<file path="src/sv/deq_pkg.sv">
`default_nettype none
package deq_pkg;

	// Default number of stored words and the fixed word width.
	localparam int DEPTH_DEF = 16;
	localparam int DATA_W    = 32;

	// Command codes carried by an input beat.
	typedef enum logic [2:0] {
		CMD_PUSH_FRONT = 3'd0,
		CMD_PUSH_REAR  = 3'd1,
		CMD_POP_FRONT  = 3'd2,
		CMD_POP_REAR   = 3'd3,
		CMD_LIST       = 3'd4
	} deq_code_t;

	// Status codes carried by a result beat.
	typedef enum logic [1:0] {
		ST_OK    = 2'd0,
		ST_EMPTY = 2'd1,
		ST_FULL  = 2'd2
	} deq_status_t;

	// Controller states.
	typedef enum logic [1:0] {
		S_IDLE,
		S_POP,
		S_LIST
	} deq_state_t;

	// Commands from the controller to the datapath.
	typedef struct packed {
		logic        wr_front;
		logic        wr_rear;
		logic        rd_front;
		logic        rd_rear;
		logic        list_first;
		logic        list_next;
		logic        load_imm;
		deq_status_t imm_status;
		logic        load_mem;
		logic        mem_last;
	} deq_cmd_t;

	// Status from the datapath to the controller.
	typedef struct packed {
		logic empty;
		logic full;
		logic slot_free;
		logic list_done;
	} deq_stat_t;

endpackage
`default_nettype wire

</file>
<file path="src/sv/deq_ram.sv">
`default_nettype none
module deq_ram #(
	parameter int WIDTH = 32,
	parameter int DEPTH = 16
) (
	input  wire logic                     clk,
	input  wire logic                     we,
	input  wire logic [$clog2(DEPTH)-1:0] waddr,
	input  wire logic [WIDTH-1:0]         wdata,
	input  wire logic                     re,
	input  wire logic [$clog2(DEPTH)-1:0] raddr,
	output      logic [WIDTH-1:0]         rdata
);

	logic [WIDTH-1:0] mem_q [DEPTH];

	// One write port and one registered read port; read data holds between reads.
	always_ff @(posedge clk) begin
		if (we) begin
			mem_q[waddr] <= wdata;
		end
		if (re) begin
			rdata <= mem_q[raddr];
		end
	end

endmodule
`default_nettype wire

</file>
<file path="src/sv/deq_ctrl.sv">
`default_nettype none
module deq_ctrl
	import deq_pkg::*;
(
	input  wire logic      clk,
	input  wire logic      arst_n,
	input  wire logic      in_valid,
	output      logic      in_ready,
	input  wire logic [2:0] command,
	input  wire deq_stat_t stat,
	output      deq_cmd_t  cmd
);

	deq_state_t state_q;
	deq_state_t state_d;

	// State register.
	always_ff @(posedge clk or negedge arst_n) begin
		if (!arst_n) begin
			state_q <= S_IDLE;
		end else begin
			state_q <= state_d;
		end
	end

	// Next state and datapath commands.
	always_comb begin
		state_d        = state_q;
		cmd            = '0;
		cmd.imm_status = ST_OK;
		in_ready       = 1'b0;
		case (state_q)
			S_IDLE: begin
				// A beat is taken only when the result slot can accept its answer.
				in_ready = stat.slot_free;
				if (in_valid && stat.slot_free) begin
					case (command)
						CMD_PUSH_FRONT: begin
							cmd.load_imm = 1'b1;
							if (stat.full) begin
								cmd.imm_status = ST_FULL;
							end else begin
								cmd.wr_front = 1'b1;
							end
						end
						CMD_PUSH_REAR: begin
							cmd.load_imm = 1'b1;
							if (stat.full) begin
								cmd.imm_status = ST_FULL;
							end else begin
								cmd.wr_rear = 1'b1;
							end
						end
						CMD_POP_FRONT: begin
							if (stat.empty) begin
								cmd.load_imm   = 1'b1;
								cmd.imm_status = ST_EMPTY;
							end else begin
								cmd.rd_front = 1'b1;
								state_d      = S_POP;
							end
						end
						CMD_POP_REAR: begin
							if (stat.empty) begin
								cmd.load_imm   = 1'b1;
								cmd.imm_status = ST_EMPTY;
							end else begin
								cmd.rd_rear = 1'b1;
								state_d     = S_POP;
							end
						end
						CMD_LIST: begin
							if (stat.empty) begin
								cmd.load_imm   = 1'b1;
								cmd.imm_status = ST_EMPTY;
							end else begin
								cmd.list_first = 1'b1;
								state_d        = S_LIST;
							end
						end
						default: begin
							// Unused codes answer with a plain acknowledgement.
							cmd.load_imm = 1'b1;
						end
					endcase
				end
			end
			S_POP: begin
				// The popped word is in the read register; hand it over.
				if (stat.slot_free) begin
					cmd.load_mem = 1'b1;
					cmd.mem_last = 1'b1;
					state_d      = S_IDLE;
				end
			end
			S_LIST: begin
				// Emit one listed word and fetch the next while the receiver takes them.
				if (stat.slot_free) begin
					cmd.load_mem = 1'b1;
					cmd.mem_last = stat.list_done;
					if (stat.list_done) begin
						state_d = S_IDLE;
					end else begin
						cmd.list_next = 1'b1;
					end
				end
			end
			default: begin
				state_d = S_IDLE;
			end
		endcase
	end

endmodule
`default_nettype wire

</file>
<file path="src/sv/deq_dp.sv">
`default_nettype none
module deq_dp
	import deq_pkg::*;
#(
	parameter int DEPTH = DEPTH_DEF
) (
	input  wire logic                       clk,
	input  wire logic                       arst_n,
	input  wire logic signed [DATA_W-1:0]   data_in,
	input  wire deq_cmd_t                   cmd,
	output      deq_stat_t                  stat,
	output      logic                       out_valid,
	input  wire logic                       out_ready,
	output      logic [1:0]                 status,
	output      logic signed [DATA_W-1:0]   data_out,
	output      logic [$clog2(DEPTH+1)-1:0] occupancy,
	output      logic                       last
);

	localparam int AW = $clog2(DEPTH);
	localparam int CW = $clog2(DEPTH + 1);
	localparam int SW = CW + 1;

	logic [AW-1:0] head_q;
	logic [AW-1:0] head_d;
	logic [CW-1:0] count_q;
	logic [CW-1:0] count_d;
	logic [CW-1:0] idx_q;

	logic [SW-1:0] rear_sum;
	logic [SW-1:0] rear_wrap;
	logic [SW-1:0] tail_sum;
	logic [SW-1:0] tail_wrap;
	logic [SW-1:0] idx_sum;
	logic [SW-1:0] idx_wrap;
	logic [AW-1:0] head_inc;
	logic [AW-1:0] head_dec;

	logic              ram_we;
	logic [AW-1:0]     ram_waddr;
	logic              ram_re;
	logic [AW-1:0]     ram_raddr;
	logic [DATA_W-1:0] ram_rdata;

	logic              out_valid_q;
	deq_status_t       status_q;
	logic [DATA_W-1:0] data_q;
	logic [CW-1:0]     occ_q;
	logic              last_q;

	// Circular index arithmetic; used sums stay below twice the depth.
	always_comb begin
		rear_sum  = SW'(head_q) + SW'(count_q);
		rear_wrap = (rear_sum >= SW'(DEPTH)) ? rear_sum - SW'(DEPTH) : rear_sum;
		tail_sum  = rear_sum - SW'(1);
		tail_wrap = (tail_sum >= SW'(DEPTH)) ? tail_sum - SW'(DEPTH) : tail_sum;
		idx_sum   = SW'(head_q) + SW'(idx_q);
		idx_wrap  = (idx_sum >= SW'(DEPTH)) ? idx_sum - SW'(DEPTH) : idx_sum;
		head_inc  = (head_q == AW'(DEPTH - 1)) ? '0 : head_q + AW'(1);
		head_dec  = (head_q == '0) ? AW'(DEPTH - 1) : head_q - AW'(1);
	end

	// Store port selection.
	always_comb begin
		ram_we    = cmd.wr_front | cmd.wr_rear;
		ram_waddr = cmd.wr_front ? head_dec : rear_wrap[AW-1:0];
		ram_re    = cmd.rd_front | cmd.rd_rear | cmd.list_first | cmd.list_next;
		if (cmd.rd_rear) begin
			ram_raddr = tail_wrap[AW-1:0];
		end else if (cmd.list_next) begin
			ram_raddr = idx_wrap[AW-1:0];
		end else begin
			ram_raddr = head_q;
		end
	end

	// Next head and count.
	always_comb begin
		head_d  = head_q;
		count_d = count_q;
		if (cmd.wr_front) begin
			head_d  = head_dec;
			count_d = count_q + CW'(1);
		end else if (cmd.wr_rear) begin
			count_d = count_q + CW'(1);
		end else if (cmd.rd_front) begin
			head_d  = head_inc;
			count_d = count_q - CW'(1);
		end else if (cmd.rd_rear) begin
			count_d = count_q - CW'(1);
		end
	end

	// Queue pointers and the list walk index.
	always_ff @(posedge clk or negedge arst_n) begin
		if (!arst_n) begin
			head_q  <= '0;
			count_q <= '0;
			idx_q   <= '0;
		end else begin
			head_q  <= head_d;
			count_q <= count_d;
			if (cmd.list_first) begin
				idx_q <= CW'(1);
			end else if (cmd.list_next) begin
				idx_q <= idx_q + CW'(1);
			end
		end
	end

	deq_ram #(
		.WIDTH (DATA_W),
		.DEPTH (DEPTH)
	) u_ram (
		.clk   (clk),
		.we    (ram_we),
		.waddr (ram_waddr),
		.wdata (data_in),
		.re    (ram_re),
		.raddr (ram_raddr),
		.rdata (ram_rdata)
	);

	// Result register: valid flag under reset, payload without.
	always_ff @(posedge clk or negedge arst_n) begin
		if (!arst_n) begin
			out_valid_q <= 1'b0;
		end else if (cmd.load_imm || cmd.load_mem) begin
			out_valid_q <= 1'b1;
		end else if (out_ready) begin
			out_valid_q <= 1'b0;
		end
	end

	always_ff @(posedge clk) begin
		if (cmd.load_imm) begin
			status_q <= cmd.imm_status;
			data_q   <= '0;
			occ_q    <= count_d;
			last_q   <= 1'b1;
		end else if (cmd.load_mem) begin
			status_q <= ST_OK;
			data_q   <= ram_rdata;
			occ_q    <= count_d;
			last_q   <= cmd.mem_last;
		end
	end

	// Status towards the controller.
	always_comb begin
		stat.empty     = (count_q == '0);
		stat.full      = (count_q == CW'(DEPTH));
		stat.slot_free = !out_valid_q || out_ready;
		stat.list_done = (idx_q == count_q);
	end

	assign out_valid = out_valid_q;
	assign status    = status_q;
	assign data_out  = data_q;
	assign occupancy = occ_q;
	assign last      = last_q;

endmodule
`default_nettype wire

</file>
<file path="src/sv/double_ended_queue.sv">
// Bounded double-ended queue of signed 32-bit words in a circular store.
// Input channel (in_valid/in_ready) carries one command per beat: push front,
// push rear, pop front, pop rear or list; data_in is used by pushes only.
// Output channel (out_valid/out_ready) carries result beats with status,
// data_out, occupancy after the command and last on the final beat.
// Pushes, failed pops, an empty list and unused codes give one result in the
// cycle after acceptance, and a new command can follow if the receiver takes it.
// A pop reads the store through its registered read port first, so its result
// passes the read register and then the output register, and no new command is
// taken until that result is loaded. A list of N words gives N beats, one per
// cycle while the receiver takes them, each read through the store read port.
// Reset empties the queue and drops any waiting result; the store contents are
// not cleared, as no entry is read before it is written.
// While the receiver stalls, the waiting result holds in the output register
// and no further command or list beat is taken until it is accepted.
`default_nettype none
module double_ended_queue
	import deq_pkg::*;
#(
	parameter int DEPTH = DEPTH_DEF
) (
	input  wire logic                       clk,
	input  wire logic                       arst_n,
	input  wire logic                       in_valid,
	output      logic                       in_ready,
	input  wire logic [2:0]                 command,
	input  wire logic signed [DATA_W-1:0]   data_in,
	output      logic                       out_valid,
	input  wire logic                       out_ready,
	output      logic [1:0]                 status,
	output      logic signed [DATA_W-1:0]   data_out,
	output      logic [$clog2(DEPTH+1)-1:0] occupancy,
	output      logic                       last
);

	deq_cmd_t  cmd;
	deq_stat_t stat;

	deq_ctrl u_ctrl (
		.clk      (clk),
		.arst_n   (arst_n),
		.in_valid (in_valid),
		.in_ready (in_ready),
		.command  (command),
		.stat     (stat),
		.cmd      (cmd)
	);

	deq_dp #(
		.DEPTH (DEPTH)
	) u_dp (
		.clk       (clk),
		.arst_n    (arst_n),
		.data_in   (data_in),
		.cmd       (cmd),
		.stat      (stat),
		.out_valid (out_valid),
		.out_ready (out_ready),
		.status    (status),
		.data_out  (data_out),
		.occupancy (occupancy),
		.last      (last)
	);

endmodule
`default_nettype wire
</file>
<file path="config.mk">
export PLATFORM = sky130hd
export DESIGN_NAME = double_ended_queue
export DESIGN_NICKNAME = d
export VERILOG_FILES = /design/src/sv/deq_pkg.sv /design/src/sv/deq_ram.sv /design/src/sv/deq_ctrl.sv /design/src/sv/deq_dp.sv /design/src/sv/double_ended_queue.sv
export SDC_FILE = /design/constraint.sdc
export NUM_CORES = 1
export LEC_CHECK = 0
export ABC_AREA = 0
export CAP_MARGIN = 20
export CELL_PAD_IN_SITES_DETAIL_PLACEMENT = 0
export CELL_PAD_IN_SITES_GLOBAL_PLACEMENT = 1
export CORE_ASPECT_RATIO = 0.6
export CORE_MARGIN = 5
export CORE_UTILIZATION = 35
export CTS_BUF_LIST = sky130_fd_sc_hd__clkbuf_16
export DETAILED_ROUTE_END_ITERATION = 12
export DONT_BUFFER_PORTS = 1
export GPL_ROUTABILITY_DRIVEN = 0
export PLACE_DENSITY = 0.52
export SYNTH_ARGS = -nofsm -noshare
export SYNTH_HDL_FRONTEND = slang
export SYNTH_HIERARCHICAL = 1
export SYNTH_SLANG_ARGS = --single-unit
</file>
<file path="constraint.sdc">
create_clock -name clk -period 5.7 [get_ports clk]
set_clock_uncertainty 0.1 [all_clocks]
set_input_delay 1.14 -clock clk [delete_from_list [all_inputs] [get_ports clk]]
set_output_delay 1.14 -clock clk [all_outputs]
set_load 0.05 [all_outputs]
</file>
==> results of run 1 <==
[synth_stat cells (6+ instances only)]
cell	count
dfxtp_1	33
xnor2_1	12
xor2_1	8
nor3_1	12
nor2b_1	6
o21ai_0	9
buf_4	9
a22oi_1	66
buf_1	11
mux4_2	128
nand2b_1	6
dfrtp_1	17
ha_1	16
edfxtp_1	551
nand2_1	43
nor2_1	60
a21oi_1	8
mux2i_1	36
clkbuf_1	26
buf_2	11
inv_1	14
[worst paths after layout]
path	from	to	slack (ns)	cells past startpoint
max in group asynchronous	arst_n	u_dp/idx_q[2]$_DFFE_PN0P_	5.27	0
min	arst_n	u_dp/head_q[1]$_DFFE_PN0P_	0.12	0
min in group clk	u_dp/u_ram/rdata[2]$_DFFE_PP_	u_dp/data_out[2]$_SDFFE_PP0P_	0.38	2
max reg2reg	u_dp/count_q[1]$_DFF_PN0_	u_dp/u_ram/rdata[16]$_DFFE_PP_	1.57	13
min reg2reg	u_dp/u_ram/rdata[2]$_DFFE_PP_	u_dp/data_out[2]$_SDFFE_PP0P_	0.38	2
max	u_dp/count_q[1]$_DFF_PN0_	u_dp/u_ram/rdata[16]$_DFFE_PP_	1.57	13
[routing by layer]
| layer | global-route usage | wire length, um |
|---|---|---|
| met1 | 0.244 | 27900 |
| met5 | 0 | 0 |
| met4 | 0.0333 | 860 |
| met3 | 0.0300 | 2620 |
| met2 | 0.231 | 24300 |
[power by group]
group | internal, mW | total [mW] | switching, mW | leakage, nW
Combinational | 2.17 | 4.84 | 2.68 | 2.20
Clock | 2.03 | 3.63 | 1.60 | 0.899
Sequential | 5.40 | 6.20 | 0.794 | 5.45
[flip-flops by register name (all words and copies together), names as in the netlist]
signal	flops
u_dp/head_q	4
u_dp/status	2
u_dp/out_valid	1
u_dp/u_ram/mem_q	512
u_dp/count_q	5
u_dp/occupancy	5
u_dp/idx_q	5
u_dp/u_ram/rdata	32
u_ctrl/state_q	2
u_dp/last	1
u_dp/data_out	32
[layout make-up]
| class | count | area [um2] |
|---|---|---|
| clock buffers | 57 | 1430 |
| clock inverters | 43 | 324 |
| fillers | 5850 | 39500 |
| inverters | 14 | 52.6 |
| multi-input cells | 468 | 5410 |
| flip-flops and latches | 601 | 17600 |
| well taps | 900 | 1130 |
| repair buffers | 51 | 495 |
[cell families after synthesis]
logic type | Yosys count | synth area share
AOI/OAI and AO/OA | 110 | 0.0354
xor gates and xnor gates | 21 | 0.00853
adders and majority gates | 18 | 0.0104
buffers and inverters | 72 | 0.0141
DFF | 601 | 0.760
muxes | 165 | 0.140
and+or+nand+nor | 154 | 0.0308
[per-stage QoR]
stage | cell area, um2 | hold slack, ns | setup WS (ns) | util | instances
floorplan | 23200 | 0.356 | 0.0862 | - | 1141
global placement | 24700 | 0.365 | 1.38 | 0.375 | 2034
detailed placement | 24700 | 0.375 | 1.35 | 0.375 | 2034
CTS | 26500 | 0.0626 | 1.52 | 0.401 | 2134
global route | 26500 | 0.0722 | 1.22 | 0.401 | 2134
finish | 26500 | 0.117 | 1.57 | 0.401 | 2134
[cells in the final DEF, fill, tap and decap left out, types with 7 or more instances in the layout]
cell,n
a22oi_1,66
xnor2_1,12
buf_12,9
clkbuf_16,57
inv_1,24
nor3_1,7
nor2_4,13
edfxtp_1,551
mux2i_1,35
nor2_1,47
xor2_1,8
buf_4,42
dfxtp_1,33
clkinv_2,11
a21oi_1,7
nand2_1,43
mux4_2,128
o21ai_0,9
clkinv_1,13
ha_1,16
dfrtp_1,17
==> impl_metrics.yaml, run 1 <==
clocking:
  clock_path_buffers: 3
  htreeDepth: 2
  clkSinkCount: 601
  cts_tree: "built"
  post_cts_resized: 0
  cts_setup_buffers: 0
  clk_pin_slew_ns: 0.07
  root_buffer: "clkbuf_16"
  insertion_delay_ns: 0.61
  cts_made_buffers: 56
  hold_buffers: 0
critical_path:
  path_cells: "inv_1 -> ha_1 -> nand2_1 -> nor2_1 -> or3b_1 -> nor3_2 -> buf_4 -> a211oi_1 -> a21oi_4 -> buf_4 -> mux4_2 -> a22oi_1 -> nand2_1"
  crit_buf_inv: 3
  end_kind: "flop"
  critical-path-top-delay-family: "buffers and inverters"
  cp_slowest_stage_delay_ns: 0.61
  startpoint_type: "flop"
  path_max_fanout: 33
  worst-endpoint-arrival_ns: 4.37
  worstPathRequired_ns: 5.94
  path_class: "reg2reg"
  crit_slowest_cell: "buf_4"
logic_synthesis:
  avgSynthCellArea_um2: 20.3
  synth_area_leader_cell: "edfxtp_1"
  yosysWarnings: 6
  yosysUniqueCellTypes: 57
  synth_ff_type: "edfxtp_1"
  synth_cells: 1141
  yosysTopAreaCellShare: 0.714
  synth_area_leaders: "edfxtp_1 71%, mux4_2 12%, dfxtp_1 2.8%, a22oi_1 2.1%, dfrtp_1 1.8%"
  synth_seq_cells: 601
  netlist_area_um2: 23200
  async_flop_share: 0.0283
  syn-num-nets: 1198
  ys_seq_area_frac: 0.760
  synth-edff-count: 551
pwr:
  leakage_nw: 8.55
  ir_drop_mv: 0.443
  power_density_nw_per_um2: 554
  p_total_mw: 14.7
route:
  wl_per_cell_um: 26.1
  vias: 10857
  wirelength_um: 55700
  post-route-drc-count: 0
  vias_per_cell: 5.09
  drt_iter0_markers: 831
  antenna_left: 0
  drtPass1Iterations: 4
timing:
  rsz0062_at_grt: "no"
  setup_viol: 0
  setup_tns_ns: 0
  hold_viol: 0
  worst_slew_pin_slew_ns: 0.905
  max_freq_ghz: 0.242
  slew_headroom: 0.397
  min_period_ns: 4.13
  maxSlewViolCount: 0
  timing.final.crit_share: 0.725
die:
  core_area_um2: 65900
  dieArea_um2: 71700
  fp-row-count: 73
  die_h_um: 209
  num_io_pins: 81
  die_width_um: 342
  initial_utilization: 0.352
global_routing:
  grt_max_degree: 56
  grt_pass1_vias: 11219
  grt_usage: 0.157
  grt_antenna_before_repair: 0
  overflow: 0
  grt_pass1_wl_um: 82000
run:
  cap_violations: 0
run_status:
  status: "finished, final reports clean"
placed_design:
  portBuffers: 0
  hpwl_um: 32000
cells_and_area:
  area_growth_syn_to_layout_pct: 14.1
  drive_above_1_share: 0.237
  final_net_count: 1249
  diodes: 0
min_path:
  hold_path_class: "in2async"
Power figures use the tool's default switching activity.
==> run 2, diff against run 1 <==
==> constraint.sdc (replaced) <==
create_clock -name clk -period 3.9 [get_ports clk]
set_clock_uncertainty 0.1 [all_clocks]
set_input_delay 0.78 -clock clk [delete_from_list [all_inputs] [get_ports clk]]
set_output_delay 0.78 -clock clk [all_outputs]
set_load 0.05 [all_outputs]
==> run 2 against run 1 <==
  * Power up 55%
  * Combinational power rose by 69%
  * Die area is the same
  * Core utilization rose by 1.1 points
==> impl_metrics.yaml, run 2 (synthesis results as in run 1) <==
run_status:
  status: "finished, final reports clean"
timing:
  hold_viol: 0
  rsz0062_at_grt: "no"
  setup_tns_ns: 0
  slew_headroom: 0.315
  maxSlewViolCount: 0
  worst_slew_pin_slew_ns: 1.02
  max_freq_ghz: 0.263
  min_period_ns: 3.80
  setup_viol: 0
  timing.final.crit_share: 0.976
  whs_ns: 0.151
route:
  vias_per_cell: 5.19
  drt_iter0_markers: 922
  wirelength_um: 59200
  drtPass1Iterations: 4
  wl_per_cell_um: 27.2
  antenna_left: 0
  vias: 11284
  post-route-drc-count: 0
cells_and_area:
  diodes: 0
  nFillCells: 5886
  largest_register: "u_dp/u_ram/mem_q"
  drive_above_1_share: 0.262
  final_cell_mix: "551 x edfxtp_1, 128 x mux4_2, 65 x a22oi_1"
  final_net_count: 1286
  multi_input_area_um2: 5470
  area_growth_syn_to_layout_pct: 17.4
  seq_area_um2: 17600
  layout_commonest_cell: "edfxtp_1"
  largest_reg_flops: 512
global_routing:
  grt_antenna_before_repair: 0
  grt_max_degree: 43
  overflow: 0
  grt_pass1_wl_um: 84800
  grt_usage: 0.163
  grt_pass1_vias: 11596
clocking:
  cts_tree: "built"
  htreeDepth: 2
  clk_pin_slew_ns: 0.07
  cts_setup_buffers: 0
  insertion_delay_ns: 0.62
  clock_path_buffers: 3
  clkSinkCount: 601
  cts_made_buffers: 57
  root_buffer: "clkbuf_16"
critical_path:
  startpoint_type: "flop"
  end_kind: "flop"
  r2r_end: "u_dp/u_ram/rdata[12]$_DFFE_PP_"
  r2r-start: "u_dp/count_q[1]$_DFF_PN0_"
  path_class: "reg2reg"
  r2r.worst_path.cells: 16
  crit_path_start: "u_dp/count_q[1]$_DFF_PN0_"
  worstPathRequired_ns: 4.14
  path_max_fanout: 21
  endpoint: "u_dp/u_ram/rdata[12]$_DFFE_PP_"
  regToRegSetupSlack_ns: 0.1
  worst-endpoint-arrival_ns: 4.05
die:
  dieArea_um2: 71700
  fp-row-count: 73
  die_width_um: 342
  initial_utilization: 0.352
  die_h_um: 209
  num_io_pins: 81
  core_area_um2: 65900
placed_design:
  portBuffers: 0
  hpwl_um: 33300
run:
  cap_violations: 0
pwr:
  power_density_nw_per_um2: 837
  ir_drop_mv: 0.424
  leakage_nw: 8.90
min_path:
  hold_path.startpoint: "data_in[31]"
  hold_path_class: "in2reg"
-- run 2: routing by layer --
metal,GRT usage,up-vias,part of all wire
li1,-,4842,-
met5,0,-,0
met3,0.0317,59,0.050
met1,0.254,6147,0.50
met4,0.0318,0,0.013
met2,0.238,236,0.44
-- run 2: how the worst min path moves through the flow --
stage | to | cells after the start
final | u_dp/u_ram/mem_q[5][31]$_DFFE_PP_ | 0
after global routing | u_dp/u_ram/mem_q[12][27]$_DFFE_PP_ | 0
after CTS | u_dp/u_ram/mem_q[5][31]$_DFFE_PP_ | 0
after detailed placement | u_dp/data_out[22]$_SDFFE_PP0P_ | 2
after global placement | u_dp/data_out[7]$_SDFFE_PP0P_ | 2
after floorplan | u_dp/data_out[0]$_SDFFE_PP0P_ | 2
-- run 2: what timing repair did --
| item | 4_1_cts | 5_1_grt |
|---|---|---|
| endpoints found under the setup margin | 0 | 30 |
| hold buffers | 1 | 0 |
| resized for setup | 0 | 9 |
| endpoints found under the hold margin | 17 | 0 |
-- run 2: through the flow --
| stage | setup slack, ns | cells | utilization | cell area, um2 | total power [mW] |
|---|---|---|---|---|---|
| 3_3_place_gp | -0.000519 | 2066 | 0.383 | 25300 | 17.2 |
| 2_1_floorplan | -0.206 | 1141 | - | 23300 | 14.2 |
| 5_1_grt | 0.00659 | 2176 | 0.413 | 27200 | 23.9 |
| 3_5_place_dp | 0.0667 | 2066 | 0.383 | 25300 | 17.2 |
| 4_1_cts | 0.0226 | 2173 | 0.411 | 27100 | 22.9 |
| 6_report | 0.0953 | 2176 | 0.413 | 27200 | 22.8 |
-- run 2: area by class of cell --
| cell class | count | share of cell area |
|---|---|---|
| clock buffer | 57 | 0.0524 |
| clock inverter | 49 | 0.0160 |
| inverter | 14 | 0.00193 |
| multi-input combinational | 470 | 0.201 |
| sequential | 601 | 0.648 |
| tap | 900 | 0.0414 |
| timing repair buffer | 85 | 0.0397 |
-- run 2: critical path, stage by stage (launching register included) --
cell	delay, ns
dfrtp_2	0.44
buf_4	0.16
xnor2_1	0.15
nand3_1	0.08
nor3_1	0.21
buf_4	0.18
nor2_1	0.05
buf_4	0.16
buf_4	0.17
nand2_1	0.07
o21ai_0	0.25
mux2i_4	0.26
buf_12	0.23
buf_16	0.22
mux4_2	0.35
a22oi_1	0.31
nand2_1	0.09
-- run 2: power by group --
part / internal [mW] / leakage (nW) / switching [mW] / total [mW]
clock: 3.18 / 0.943 / 2.39 / 5.57
sequential: 7.90 / 5.45 / 1.10 / 9.00
combinational: 3.73 / 2.50 / 4.47 / 8.20
==> run 3, diff against run 2 <==
--- a/config.mk
+++ b/config.mk
@@ -11,12 +11,12 @@
 export CELL_PAD_IN_SITES_GLOBAL_PLACEMENT = 1
 export CORE_ASPECT_RATIO = 0.6
 export CORE_MARGIN = 5
-export CORE_UTILIZATION = 35
+export CORE_UTILIZATION = 45
 export CTS_BUF_LIST = sky130_fd_sc_hd__clkbuf_16
 export DETAILED_ROUTE_END_ITERATION = 12
 export DONT_BUFFER_PORTS = 1
 export GPL_ROUTABILITY_DRIVEN = 0
-export PLACE_DENSITY = 0.52
+export PLACE_DENSITY = 0.77
 export SYNTH_ARGS = -nofsm -noshare
 export SYNTH_HDL_FRONTEND = slang
 export SYNTH_HIERARCHICAL = 1
==> run 3 against run 2 <==
  * Non-clock buffer count rose by 10
  * Register-to-register slack improved by 0.06 ns
  * Power fell by 3.2%
  * Routed wire length fell by 15%
  * Die area fell by 21%
  * Core utilization rose by 11 points
  * Fmax rose by 1.7%
  * Design area fell by 1.7%
  * Sequential share of layout area rose by 1.1 points
  * Critical path depth fell by 3
  * Hold slack improved by 0.038 ns
  * Via count fell by 0.22%
  * Largest power group unchanged
==> impl_metrics.yaml, run 3 (synthesis results as in run 1) <==
run_status:
  status: "finished, final reports clean"
clocking:
  htreeDepth: 2
  clkSinkCount: 601
  clk_pin_slew_ns: 0.07
  insertion_delay_ns: 0.57
  clock_path_buffers: 3
  cts_tree: "built"
  root_buffer: "clkbuf_16"
  cts_made_buffers: 52
global_routing:
  met2_usage: 0.286
  grt_max_degree: 37
  grt_pass1_vias: 11371
  overflow: 0
  met1_usage: 0.269
  grt_use_met3: 0.0304
  grt_antenna_before_repair: 0
  top_usage_layer: "met2"
  grt_pass1_wl_um: 74900
  grt_usage: 0.180
timing:
  maxSlewViolCount: 0
  worst_slew_pin_slew_ns: 1.09
  slew_headroom: 0.274
  setup_viol: 0
  min_period_ns: 3.74
  max_freq_ghz: 0.267
  hold_viol: 0
  timing.final.crit_share: 0.959
  setup_tns_ns: 0
  whs_ns: 0.189
die:
  num_io_pins: 81
  die_h_um: 186
  dieArea_um2: 56300
  die_width_um: 303
  core_area_um2: 50900
  initial_utilization: 0.455
  fp-row-count: 64
critical_path:
  worst-endpoint-arrival_ns: 4.08
  path_class: "reg2reg"
  crit_path_start: "u_dp/count_q[1]$_DFF_PN0_"
  path_max_fanout: 13
  startpoint_type: "flop"
  r2r-start: "u_dp/count_q[1]$_DFF_PN0_"
  worstPathRequired_ns: 4.24
  end_kind: "flop"
route:
  drtPass1Iterations: 5
  drt_iter0_markers: 1131
  vias_per_cell: 5.72
  wl_per_cell_um: 25.6
  antenna_left: 0
  vias: 11259
  wirelength_um: 50400
  post-route-drc-count: 0
cells_and_area:
  layout_commonest_cell: "edfxtp_1"
  final_cell_mix: "551 x edfxtp_1, 128 x mux4_2, 70 x buf_4"
  final_net_count: 1290
  largest_register: "u_dp/u_ram/mem_q"
  fin_cells: 1969
  diodes: 0
  drive_above_1_share: 0.268
  largest_reg_flops: 512
  nFillCells: 3962
  area_growth_syn_to_layout_pct: 15.4
  fin_area_um2: 26800
min_path:
  hold_path.startpoint: "data_in[18]"
  hold_path_class: "in2reg"
placed_design:
  place_inst: 1857
  dpl-instance-area_um2: 24900
  portBuffers: 0
  hpwl_um: 29300
run:
  cap_violations: 0
pwr:
  power_density_nw_per_um2: 824
  leakage_nw: 8.84
  p_total_mw: 22.0
  ir_drop_mv: 0.450
## run 3: cell types whose count changed in the layout (fill, tap and decap cells not counted), sizes merged
cell	delta
clkinvlp	-2
buf	+11
clkinv	+4
inv	-6
clkbuf	-6
nor2b	-1
## run 3: timing repair
item / CTS / global route
buffers inserted: 0 / 13
hold buffers: 1 / 0
endpoints found under the setup margin: 0 / 32
hold endpoints to repair: 17 / 0
gates resized for setup: 0 / 5
## run 3: routing by layer
metal  up-vias  wire (um)
met4         0        727
li1       4837          -
met2       404      23800
met5         -          0
met3        60       3530
met1      5958      22400
## run 3: final timing paths
path	depth (start not counted)	endpoint	slack [ns]
worst max-delay path	13	u_dp/u_ram/rdata[6]$_DFFE_PP_	0.16
worst min-delay path	0	u_dp/u_ram/mem_q[12][18]$_DFFE_PP_	0.19
worst max register to register	13	u_dp/u_ram/rdata[6]$_DFFE_PP_	0.16
worst min register to register	2	u_dp/data_out[11]$_SDFFE_PP0P_	0.39
max in group asynchronous	1	u_dp/count_q[1]$_DFF_PN0_	2.39
min in group asynchronous	1	u_dp/count_q[1]$_DFF_PN0_	0.69
## run 3: power breakdown
part	total, mW	internal, mW	switching (mW)
Sequential	9.00	7.90	1.10
Combinational	7.80	3.75	4.05
Clock	5.23	2.97	2.26
## run 3: stage by stage
step | setup WS [ns] | utilization
after global routing | -0.0146 | 0.525
after CTS | 0.00280 | 0.523
after detailed placement | 0.0221 | 0.489
final | 0.158 | 0.525
after floorplan | -0.206 | -
after global placement | 0.147 | 0.489
## run 3: final cells by class
type	count	area, um2	area share
sequential	601	17600	0.659
multi-input combinational	469	5450	0.204
clock buffer	52	1300	0.0486
timing repair buffer	95	1020	0.0380
tap	693	867	0.0324
clock inverter	45	437	0.0163
inverter	14	52.6	0.00196
## run 3: worst max-delay path, stage by stage, from the launching register on
cell	delay, ns
dfrtp_2	0.45
inv_1	0.10
ha_1	0.21
nand2_1	0.09
nor2_1	0.08
or3b_1	0.45
nor3_4	0.27
buf_4	0.16
nor2b_1	0.05
a22oi_2	0.19
xnor2_2	0.18
nor2_2	0.88
a22oi_1	0.26
nand2_1	0.13
